==> config.mk <==
export PLATFORM = sky130hd
export DESIGN_NAME = timestamp_parse_weekday
export DESIGN_NICKNAME = d
export VERILOG_FILES = /design/src/sv/tspw_pkg.sv /design/src/sv/tspw_front.sv /design/src/sv/tspw_fifo.sv /design/src/sv/tspw_back.sv /design/src/sv/timestamp_parse_weekday.sv
export VERILOG_INCLUDE_DIRS = /design/src /design/src/sv
export SDC_FILE = /design/constraint.sdc
export NUM_CORES = 1
export LEC_CHECK = 0
export BUFFER_PORTS_ARGS = -buffer_cell sky130_fd_sc_hd__buf_2
export CAP_MARGIN = 20
export CORE_ASPECT_RATIO = 1.2
export CORE_UTILIZATION = 50
export DETAILED_ROUTE_END_ITERATION = 7
export MAX_ROUTING_LAYER = met4
export PLACE_DENSITY = 0.76
export SLEW_MARGIN = 20
export SYNTH_ARGS = -nofsm -noshare
export SYNTH_HDL_FRONTEND = slang
export SYNTH_SLANG_ARGS = --single-unit
==> constraint.sdc <==
create_clock -name clk -period 6.8 [get_ports clk]
set_clock_uncertainty 0.15 [all_clocks]
set_input_delay 0 -clock clk [delete_from_list [all_inputs] [get_ports clk]]
set_output_delay 0 -clock clk [all_outputs]
set_load 0.05 [all_outputs]
==> src/sv/timestamp_parse_weekday_assert.svh <==
// Assertion macros shared by the time-message parser modules.
// Depends on a clock named clk and a reset named rst in the module that uses them.
`ifndef TIMESTAMP_PARSE_WEEKDAY_ASSERT_SVH
`define TIMESTAMP_PARSE_WEEKDAY_ASSERT_SVH
`ifndef SYNTHESIS
`define TSPW_ASSERT(label, prop) \
  label: assert property (@(posedge clk) disable iff (rst) prop) \
    else $error("%m: property failed");
`define TSPW_NEVER(label, cond) \
  label: assert property (@(posedge clk) disable iff (rst) !(cond)) \
    else $error("%m: forbidden condition seen");
`else
`define TSPW_ASSERT(label, prop)
`define TSPW_NEVER(label, cond)
`endif
`endif

==> src/sv/tspw_pkg.sv <==
// Package for the time-message parser: record type, positions and month table.
// Used by every module of the block; depends on nothing.
package tspw_pkg;

  localparam int unsigned TSPW_QDEPTH = 2;

  localparam logic [4:0] POS_FIRST = 5'd2;
  localparam logic [4:0] POS_LAST  = 5'd18;
  localparam logic [4:0] POS_LIMIT = 5'd20;

  localparam logic [3:0] MONTH_MAX = 4'd12;
  localparam logic [4:0] DAY_MAX   = 5'd31;
  localparam logic [6:0] HOUR_MAX  = 7'd23;
  localparam logic [6:0] MIN_MAX   = 7'd59;

  typedef struct packed {
    logic       ok;
    logic [6:0] yy;
    logic [3:0] mo;
    logic [4:0] dd;
    logic [4:0] hh;
    logic [5:0] mi;
    logic [5:0] ss;
  } tspw_rec_t;

  function automatic logic [2:0] month_off(input logic [3:0] mo);
    logic [2:0] off;
    unique case (mo)
      4'd1:    off = 3'd0;
      4'd2:    off = 3'd3;
      4'd3:    off = 3'd2;
      4'd4:    off = 3'd5;
      4'd5:    off = 3'd0;
      4'd6:    off = 3'd3;
      4'd7:    off = 3'd5;
      4'd8:    off = 3'd1;
      4'd9:    off = 3'd4;
      4'd10:   off = 3'd6;
      4'd11:   off = 3'd2;
      4'd12:   off = 3'd4;
      default: off = 3'd0;
    endcase
    return off;
  endfunction

endpackage

==> src/sv/tspw_front.sv <==
// Front end: counts bytes, checks digits, builds the six fields and the result record.
// Depends on tspw_pkg; feeds tspw_fifo.
module tspw_front import tspw_pkg::*; (
  input  logic       clk,
  input  logic       rst,
  input  logic       push,
  output logic       full,
  input  logic [7:0] char_byte,
  input  logic       end_of_message,
  input  logic       q_full,
  output logic       rec_push,
  output tspw_rec_t  rec
);

  typedef enum logic [1:0] {PH_UNITS = 2'd0, PH_SEP = 2'd1, PH_TENS = 2'd2} phase_t;

  logic [4:0] pos;
  phase_t     phase;
  phase_t     phase_next;
  logic [3:0] tens;
  logic [2:0] fidx;
  logic       ferr;
  logic [6:0] fields [6];

  logic       accept;
  logic       is_digit;
  logic [3:0] val;
  logic       dig_pos;
  logic [6:0] f_now;
  logic       err_now;
  logic       ok;

  assign full     = q_full;
  assign accept   = push && !q_full;
  assign rec_push = accept && end_of_message;

  assign is_digit = (char_byte >= 8'h30) && (char_byte <= 8'h39);
  assign val      = is_digit ? char_byte[3:0] : 4'd0;
  assign dig_pos  = (pos >= POS_FIRST) && (pos <= POS_LAST) && (phase != PH_SEP);
  assign f_now    = is_digit ? 7'(7'(tens) * 7'd10 + 7'(val)) : 7'd0;
  assign err_now  = ferr || (dig_pos && !is_digit);

  always_comb begin
    unique case (phase)
      PH_UNITS: phase_next = PH_SEP;
      PH_SEP:   phase_next = PH_TENS;
      PH_TENS:  phase_next = PH_UNITS;
      default:  phase_next = PH_UNITS;
    endcase
  end

  always_comb begin
    ok = !err_now && (pos == POS_LAST)
      && (fields[1] >= 7'd1) && (fields[1] <= 7'(MONTH_MAX))
      && (fields[2] >= 7'd1) && (fields[2] <= 7'(DAY_MAX))
      && (fields[3] <= HOUR_MAX) && (fields[4] <= MIN_MAX) && (f_now <= MIN_MAX);
    rec = '0;
    if (ok) begin
      rec.ok = 1'b1;
      rec.yy = fields[0];
      rec.mo = fields[1][3:0];
      rec.dd = fields[2][4:0];
      rec.hh = fields[3][4:0];
      rec.mi = fields[4][5:0];
      rec.ss = f_now[5:0];
    end
  end

  always_ff @(posedge clk) begin
    if (rst) begin
      pos   <= '0;
      phase <= PH_UNITS;
      fidx  <= '0;
      ferr  <= 1'b0;
    end else if (accept) begin
      if (end_of_message) begin
        pos   <= '0;
        phase <= PH_UNITS;
        fidx  <= '0;
        ferr  <= 1'b0;
      end else begin
        if (pos < POS_LIMIT) begin
          pos <= pos + 5'd1;
        end
        phase <= phase_next;
        ferr  <= err_now;
        if (dig_pos && phase == PH_TENS) begin
          tens <= val;
        end
        if (dig_pos && phase == PH_UNITS) begin
          fields[fidx] <= f_now;
          fidx         <= fidx + 3'd1;
        end
      end
    end
  end

endmodule

==> src/sv/tspw_fifo.sv <==
// Short register queue carrying result records from front end to back end.
// Depends on tspw_pkg and the shared assertion macros.
`include "timestamp_parse_weekday_assert.svh"
module tspw_fifo import tspw_pkg::*; #(
  parameter int unsigned DEPTH = TSPW_QDEPTH
) (
  input  logic      clk,
  input  logic      rst,
  input  logic      wr_en,
  input  tspw_rec_t wr_data,
  output logic      full,
  input  logic      rd_en,
  output tspw_rec_t rd_data,
  output logic      empty
);

  localparam int unsigned AW = (DEPTH > 1) ? $clog2(DEPTH) : 1;
  localparam int unsigned CW = $clog2(DEPTH + 1);
  localparam logic [AW-1:0] PTR_LAST = AW'(DEPTH - 1);
  localparam logic [CW-1:0] CNT_FULL = CW'(DEPTH);

  tspw_rec_t     mem [DEPTH];
  logic [AW-1:0] wptr;
  logic [AW-1:0] rptr;
  logic [CW-1:0] cnt;
  logic          do_wr;
  logic          do_rd;

  assign full    = (cnt == CNT_FULL);
  assign empty   = (cnt == '0);
  assign do_wr   = wr_en && !full;
  assign do_rd   = rd_en && !empty;
  assign rd_data = mem[rptr];

  always_ff @(posedge clk) begin
    if (rst) begin
      wptr <= '0;
      rptr <= '0;
      cnt  <= '0;
    end else begin
      if (do_wr) begin
        wptr <= (wptr == PTR_LAST) ? '0 : wptr + AW'(1);
      end
      if (do_rd) begin
        rptr <= (rptr == PTR_LAST) ? '0 : rptr + AW'(1);
      end
      if (do_wr && !do_rd) begin
        cnt <= cnt + CW'(1);
      end else if (do_rd && !do_wr) begin
        cnt <= cnt - CW'(1);
      end
    end
  end

  always_ff @(posedge clk) begin
    if (do_wr) begin
      mem[wptr] <= wr_data;
    end
  end

  `TSPW_NEVER(a_cnt_range, cnt > CNT_FULL)
  `TSPW_ASSERT(a_cnt_up, (do_wr && !do_rd) |=> cnt == $past(cnt) + CW'(1))
  `TSPW_ASSERT(a_ptr_match, (cnt == '0 || cnt == CNT_FULL) |-> wptr == rptr)

endmodule

==> src/sv/tspw_back.sv <==
// Back end: forms the weekday sum, reduces it mod 7 and holds the result register.
// Depends on tspw_pkg and the shared assertion macros; reads from tspw_fifo.
`include "timestamp_parse_weekday_assert.svh"
module tspw_back import tspw_pkg::*; (
  input  logic       clk,
  input  logic       rst,
  input  logic       q_empty,
  input  tspw_rec_t  q_data,
  output logic       q_pop,
  output logic       empty,
  input  logic       pop,
  output logic       accepted,
  output logic [6:0] year_of_century,
  output logic [3:0] month_number,
  output logic [4:0] day_of_month,
  output logic [4:0] hour_value,
  output logic [5:0] minute_value,
  output logic [5:0] second_value,
  output logic [2:0] weekday_number
);

  logic       v1;
  tspw_rec_t  rec1;
  logic [7:0] sum1;
  logic       ov;
  tspw_rec_t  orec;
  logic [2:0] owd;

  logic        out_load;
  logic        s1_load;
  logic [6:0]  t;
  logic [6:0]  t4;
  logic [7:0]  sum;
  logic [13:0] prod;
  logic [4:0]  quo;
  logic [3:0]  rem;
  logic [2:0]  wd;

  assign out_load = v1 && (!ov || pop);
  assign s1_load  = !q_empty && (!v1 || out_load);
  assign q_pop    = s1_load;

  // year offset from 1999, shifted past February
  assign t   = q_data.yy + ((q_data.mo >= 4'd3) ? 7'd1 : 7'd0);
  assign t4  = 7'((t + 7'd3) >> 2);
  assign sum = 8'd5 + 8'(t) + 8'(t4) + 8'(month_off(q_data.mo)) + 8'(q_data.dd);

  assign prod = 14'(sum1) * 14'd73;
  assign quo  = prod[13:9];
  assign rem  = 4'(sum1 - 8'(quo) * 8'd7);
  assign wd   = (rem >= 4'd7) ? 3'(rem - 4'd7) : rem[2:0];

  always_ff @(posedge clk) begin
    if (rst) begin
      v1 <= 1'b0;
      ov <= 1'b0;
    end else begin
      if (s1_load) begin
        v1 <= 1'b1;
      end else if (out_load) begin
        v1 <= 1'b0;
      end
      if (out_load) begin
        ov <= 1'b1;
      end else if (pop) begin
        ov <= 1'b0;
      end
    end
  end

  always_ff @(posedge clk) begin
    if (s1_load) begin
      rec1 <= q_data;
      sum1 <= sum;
    end
    if (out_load) begin
      orec <= rec1;
      owd  <= rec1.ok ? wd : 3'd0;
    end
  end

  assign empty           = !ov;
  assign accepted        = orec.ok;
  assign year_of_century = orec.yy;
  assign month_number    = orec.mo;
  assign day_of_month    = orec.dd;
  assign hour_value      = orec.hh;
  assign minute_value    = orec.mi;
  assign second_value    = orec.ss;
  assign weekday_number  = owd;

  `TSPW_NEVER(a_wd_range, ov && owd > 3'd6)
  `TSPW_NEVER(a_reject_zero, ov && !orec.ok && (owd != 3'd0 || orec.mo != 4'd0))
  `TSPW_NEVER(a_accept_date, ov && orec.ok && (orec.mo == 4'd0 || orec.dd == 5'd0))

endmodule

==> src/sv/timestamp_parse_weekday.sv <==
// Time-setting message parser with day of week.
// Input queue side: one message byte per transfer on char_byte, with
// end_of_message on the last byte; a byte transfers when push is high and
// full is low. Result queue side: while empty is low the oldest result sits
// on the result ports; it transfers when pop is high.
// Each message gives one result on its last byte: accepted, the six
// fields and weekday_number (0 Sunday); a rejected message reads as zeros.
// A byte is taken every cycle while full is low. A result passes through
// the record queue, the sum stage and the result register, then shows with empty low.
// A two-entry record queue parts the byte counter from the weekday path,
// so when pop stays low, bytes keep flowing until three further results
// pile up behind the held one; full then rises until pop resumes.
// Reset (rst, synchronous) drops any partial message and all waiting
// results; the next byte starts a new message.
// Depends on tspw_pkg, tspw_front, tspw_fifo and tspw_back.
module timestamp_parse_weekday import tspw_pkg::*; #(
  parameter int unsigned QDEPTH = TSPW_QDEPTH
) (
  input  logic       clk,
  input  logic       rst,
  input  logic       push,
  output logic       full,
  input  logic [7:0] char_byte,
  input  logic       end_of_message,
  output logic       empty,
  input  logic       pop,
  output logic       accepted,
  output logic [6:0] year_of_century,
  output logic [3:0] month_number,
  output logic [4:0] day_of_month,
  output logic [4:0] hour_value,
  output logic [5:0] minute_value,
  output logic [5:0] second_value,
  output logic [2:0] weekday_number
);

  logic      q_full;
  logic      q_empty;
  logic      rec_push;
  logic      q_pop;
  tspw_rec_t rec;
  tspw_rec_t q_data;

  tspw_front u_front (
    .clk            (clk),
    .rst            (rst),
    .push           (push),
    .full           (full),
    .char_byte      (char_byte),
    .end_of_message (end_of_message),
    .q_full         (q_full),
    .rec_push       (rec_push),
    .rec            (rec)
  );

  tspw_fifo #(.DEPTH(QDEPTH)) u_fifo (
    .clk     (clk),
    .rst     (rst),
    .wr_en   (rec_push),
    .wr_data (rec),
    .full    (q_full),
    .rd_en   (q_pop),
    .rd_data (q_data),
    .empty   (q_empty)
  );

  tspw_back u_back (
    .clk             (clk),
    .rst             (rst),
    .q_empty         (q_empty),
    .q_data          (q_data),
    .q_pop           (q_pop),
    .empty           (empty),
    .pop             (pop),
    .accepted        (accepted),
    .year_of_century (year_of_century),
    .month_number    (month_number),
    .day_of_month    (day_of_month),
    .hour_value      (hour_value),
    .minute_value    (minute_value),
    .second_value    (second_value),
    .weekday_number  (weekday_number)
  );

endmodule
==> flow_summary.toml <==
[finish]
final_core_utilization_pct = 58.3
synth_to_layout_area_growth_pct = 14.3
design.final.nets = 814
area.sequential_sq_um = 5950
multiInputGateArea_sq_um = 3030
final_layout_size_suffix_gt1_share_pct = 15.7
number_of_inserted_filler_cells_in_the_final_layout = 1381
antennaDiodeCount = 0

[critical_path]
cp_slowest_cell = "sky130_fd_sc_hd__fa_1"
startpoint_to_endpoint_class_of_the_critical_path = "reg -> reg"
critical_path.top_delay_family = "adder cells"
critPathCaptureType = "flip-flop"
required_ns = 6.88
crit_path_start_kind = "flip-flop"
critical_path.max_fanout = 21
worst_ep_arrival_time_ns = 6.10
cp_slowest_stage_delay_ns = 0.52
crit_top_cell = "sky130_fd_sc_hd__fa_1"
cp.buffers_inverters = 4
worstPathCellList = "buf_4, mux2i_1, inv_1, ha_1, or3_1, ha_1, ha_1, xnor2_1, o21a_1, xnor2_1, fa_1, fa_1, inv_1, fa_1, inv_1, fa_1, a21oi_1, nor2_1, nor2_1, o21bai_1, a21oi_1, xnor2_1"

[drt]
drc = 0
detail_route.vias_per_cell = 5.30
detail_route.first_pass.iterations = 4
routed-via-count = 5103
antenna_violating_nets_post_route = 0
drt_iter0_markers = 296
totalWireLength_um = 15000
route.detailed.wl_per_inst_um = 15.6

[clock_tree]
post_cts.repair.setup_buffers = 0
tritoncts = "done"
clock_sinks = 204
worst_path_clk_slew_ns = 0.06
postCtsHoldBufs = 12
cts_root_buffer = "sky130_fd_sc_hd__clkbuf_16"
cts_h_tree_lvls = 1
clockBufferDepth = 3
clk-insertion-delay-late_ns = 0.49
post_cts_resize_count = 0
cts_made_buffers = 20

[grt]
grt_first_pass_wirelength_um = 24500
maximum_number_of_pins_on_one_net_before_global_route_repair = 44
grt_use_total_pct = 16.7
number_of_global_route_vias_before_repair = 5208
initial_antenna_violation_count = 0
overflow = 0

[floorplanning]
die-height_um = 151
area_of_the_die_sq_um = 19000
io_pins = 52
initial_utilization_pct = 51.0
die_width_um = 126
core_area_sq_um = 18100
std_cell_rows = 54

[job]
maxCapViolations = 0

[synthesis]
synth.ff_latch_count = 204
synth.top_cells.by_area = "sky130_fd_sc_hd__edfxtp_1, sky130_fd_sc_hd__ha_1, sky130_fd_sc_hd__dfxtp_1, sky130_fd_sc_hd__mux2_2, sky130_fd_sc_hd__fa_1"
post-synth-top-area-fraction_pct = 60.5
post_synth.cell_area_avg_sq_um = 14.2
synth_sequential_area_ratio_pct = 64.4
synthDominantAreaCellType = "sky130_fd_sc_hd__edfxtp_1"
ys_types = 52
synthesis.area_sq_um = 9230
dominantRegCellSynth = "sky130_fd_sc_hd__edfxtp_1"
ys_warn_count = 0
synth.most_common_cell = "sky130_fd_sc_hd__edfxtp_1"
synth_async_sr_flop_share_pct = 0
synth-edff-count = 186
synthesis.nets = 736
synthesis.instances = 649
synth.cells.most_frequent = "sky130_fd_sc_hd__edfxtp_1, sky130_fd_sc_hd__ha_1, sky130_fd_sc_hd__inv_1, sky130_fd_sc_hd__nor2_1, sky130_fd_sc_hd__and2_1"

[place]
place.port_buffers = 51
place_hpwl_um = 10500
place_congestion = 0.837
minimum_setup_slack_after_placement_ns = 0.870

[status]
status = "finished, final reports clean"

[sta]
tns_ns = 0
post-route-period-util_pct = 88.5
setup_viol = 0
layout_min_cycle_time_ns = 6.02
fmax_ghz = 0.166
slew-limit-headroom_pct = 53.8
final_hold_viol_count = 0
final-max-slew-violation-count = 0
timing.final.ws_setup_ns = 0.780
setup_repair_after_global_routing_missed_its_margin = "false"
worstMarginPinSlew_ns = 0.690

[hold_path]
worst_hold_check_path_type = "in -> reg"
hold_path_startpoint = "char_byte[5]"
==> cells in the final DEF (no fill, tap or decap), types with 21 or more instances in the layout <==
master	Yosys	routed
sky130_fd_sc_hd__mux2_2	23	23
sky130_fd_sc_hd__a21oi_1	21	21
sky130_fd_sc_hd__nor2_1	52	51
sky130_fd_sc_hd__clkbuf_16	0	21
sky130_fd_sc_hd__nand2_1	23	23
sky130_fd_sc_hd__inv_1	52	52
sky130_fd_sc_hd__xnor2_1	22	22
sky130_fd_sc_hd__ha_1	62	62
sky130_fd_sc_hd__buf_2	3	51
sky130_fd_sc_hd__and2_1	38	38
sky130_fd_sc_hd__edfxtp_1	186	186
==> flip-flops by register name, indices dropped and copies added, names as in the netlist, 4 cells and up, named ones only <==
name                    cells
u_back.year_of_century      7
u_front.pos                 5
u_back.rec1                34
u_fifo.mem                 68
u_back.hour_value           5
u_back.sum1                 8
u_back.month_number         4
u_back.second_value         6
u_front.fields             35
u_back.day_of_month         5
u_front.tens                4
u_back.minute_value         6
==> logic make-up after synthesis <==
| logic type | share of synthesized area (%) |
|---|---|
| AOI/OAI and AO/OA | 4.64 |
| xor gates and xnor gates | 3.70 |
| buffers and inverters | 2.93 |
| DFF | 64.4 |
| adders and majority gates | 11.0 |
| muxes | 4.11 |
| and+or+nand+nor | 9.22 |
==> final timing paths <==
check	endpoint	cells past startpoint	slack, ns
worst min-delay path	u_front.fields[3][3]$_DFFE_PP_	3	0.03
worst min register to register	u_back.year_of_century[3]$_DFFE_PP_	0	0.26
worst max register to register	u_back.sum1[7]$_DFFE_PP_	22	0.78
worst max-delay path	u_back.sum1[7]$_DFFE_PP_	22	0.78
==> per-stage QoR <==
stage / cell area, sq um / instances / hold WS, ns
floorplan: 9230 / 649 / 0.0487
global placement: 9750 / 916 / 0.185
detailed placement: 9750 / 916 / 0.183
CTS: 10500 / 961 / 0.0209
global route: 10600 / 962 / 0.0608
finish: 10600 / 962 / 0.0341
==> layer usage <==
layer  routed length (um)  share of wire [%]  GRT usage [%]  vias up
li1                     -                  -              -     2503
met1                 6310                 42           18.7     2455
met2                 7750                 52           30.3      104
met3                  399                2.7           1.80       41
met4                  556                3.7           7.59        0
met5                    0                  0              -        -
==> worst reg2reg max path, stage by stage (launching register included) <==
cell and delay (ns):
sky130_fd_sc_hd__dfxtp_1 0.33, sky130_fd_sc_hd__buf_4 0.29, sky130_fd_sc_hd__mux2i_1 0.41, sky130_fd_sc_hd__inv_1 0.16
sky130_fd_sc_hd__ha_1 0.20, sky130_fd_sc_hd__or3_1 0.38, sky130_fd_sc_hd__ha_1 0.22, sky130_fd_sc_hd__ha_1 0.24
sky130_fd_sc_hd__xnor2_1 0.31, sky130_fd_sc_hd__o21a_1 0.24, sky130_fd_sc_hd__xnor2_1 0.10, sky130_fd_sc_hd__fa_1 0.42
sky130_fd_sc_hd__fa_1 0.52, sky130_fd_sc_hd__inv_1 0.05, sky130_fd_sc_hd__fa_1 0.49, sky130_fd_sc_hd__inv_1 0.07
sky130_fd_sc_hd__fa_1 0.46, sky130_fd_sc_hd__a21oi_1 0.18, sky130_fd_sc_hd__nor2_1 0.06, sky130_fd_sc_hd__nor2_1 0.16
sky130_fd_sc_hd__o21bai_1 0.09, sky130_fd_sc_hd__a21oi_1 0.17, sky130_fd_sc_hd__xnor2_1 0.08
==> area by class of cell <==
class	instances	area share, %
Sequential cell	204	56.4
Multi-Input combinational cell	378	28.7
Clock buffer	26	5.25
Clock inverter	7	0.889
Inverter	52	1.85
Timing Repair Buffer	71	4.32
Tap cell	224	2.66
Power is not shown: default switching activity piles up to over one toggle a cycle in this logic, so the estimate is an artifact.
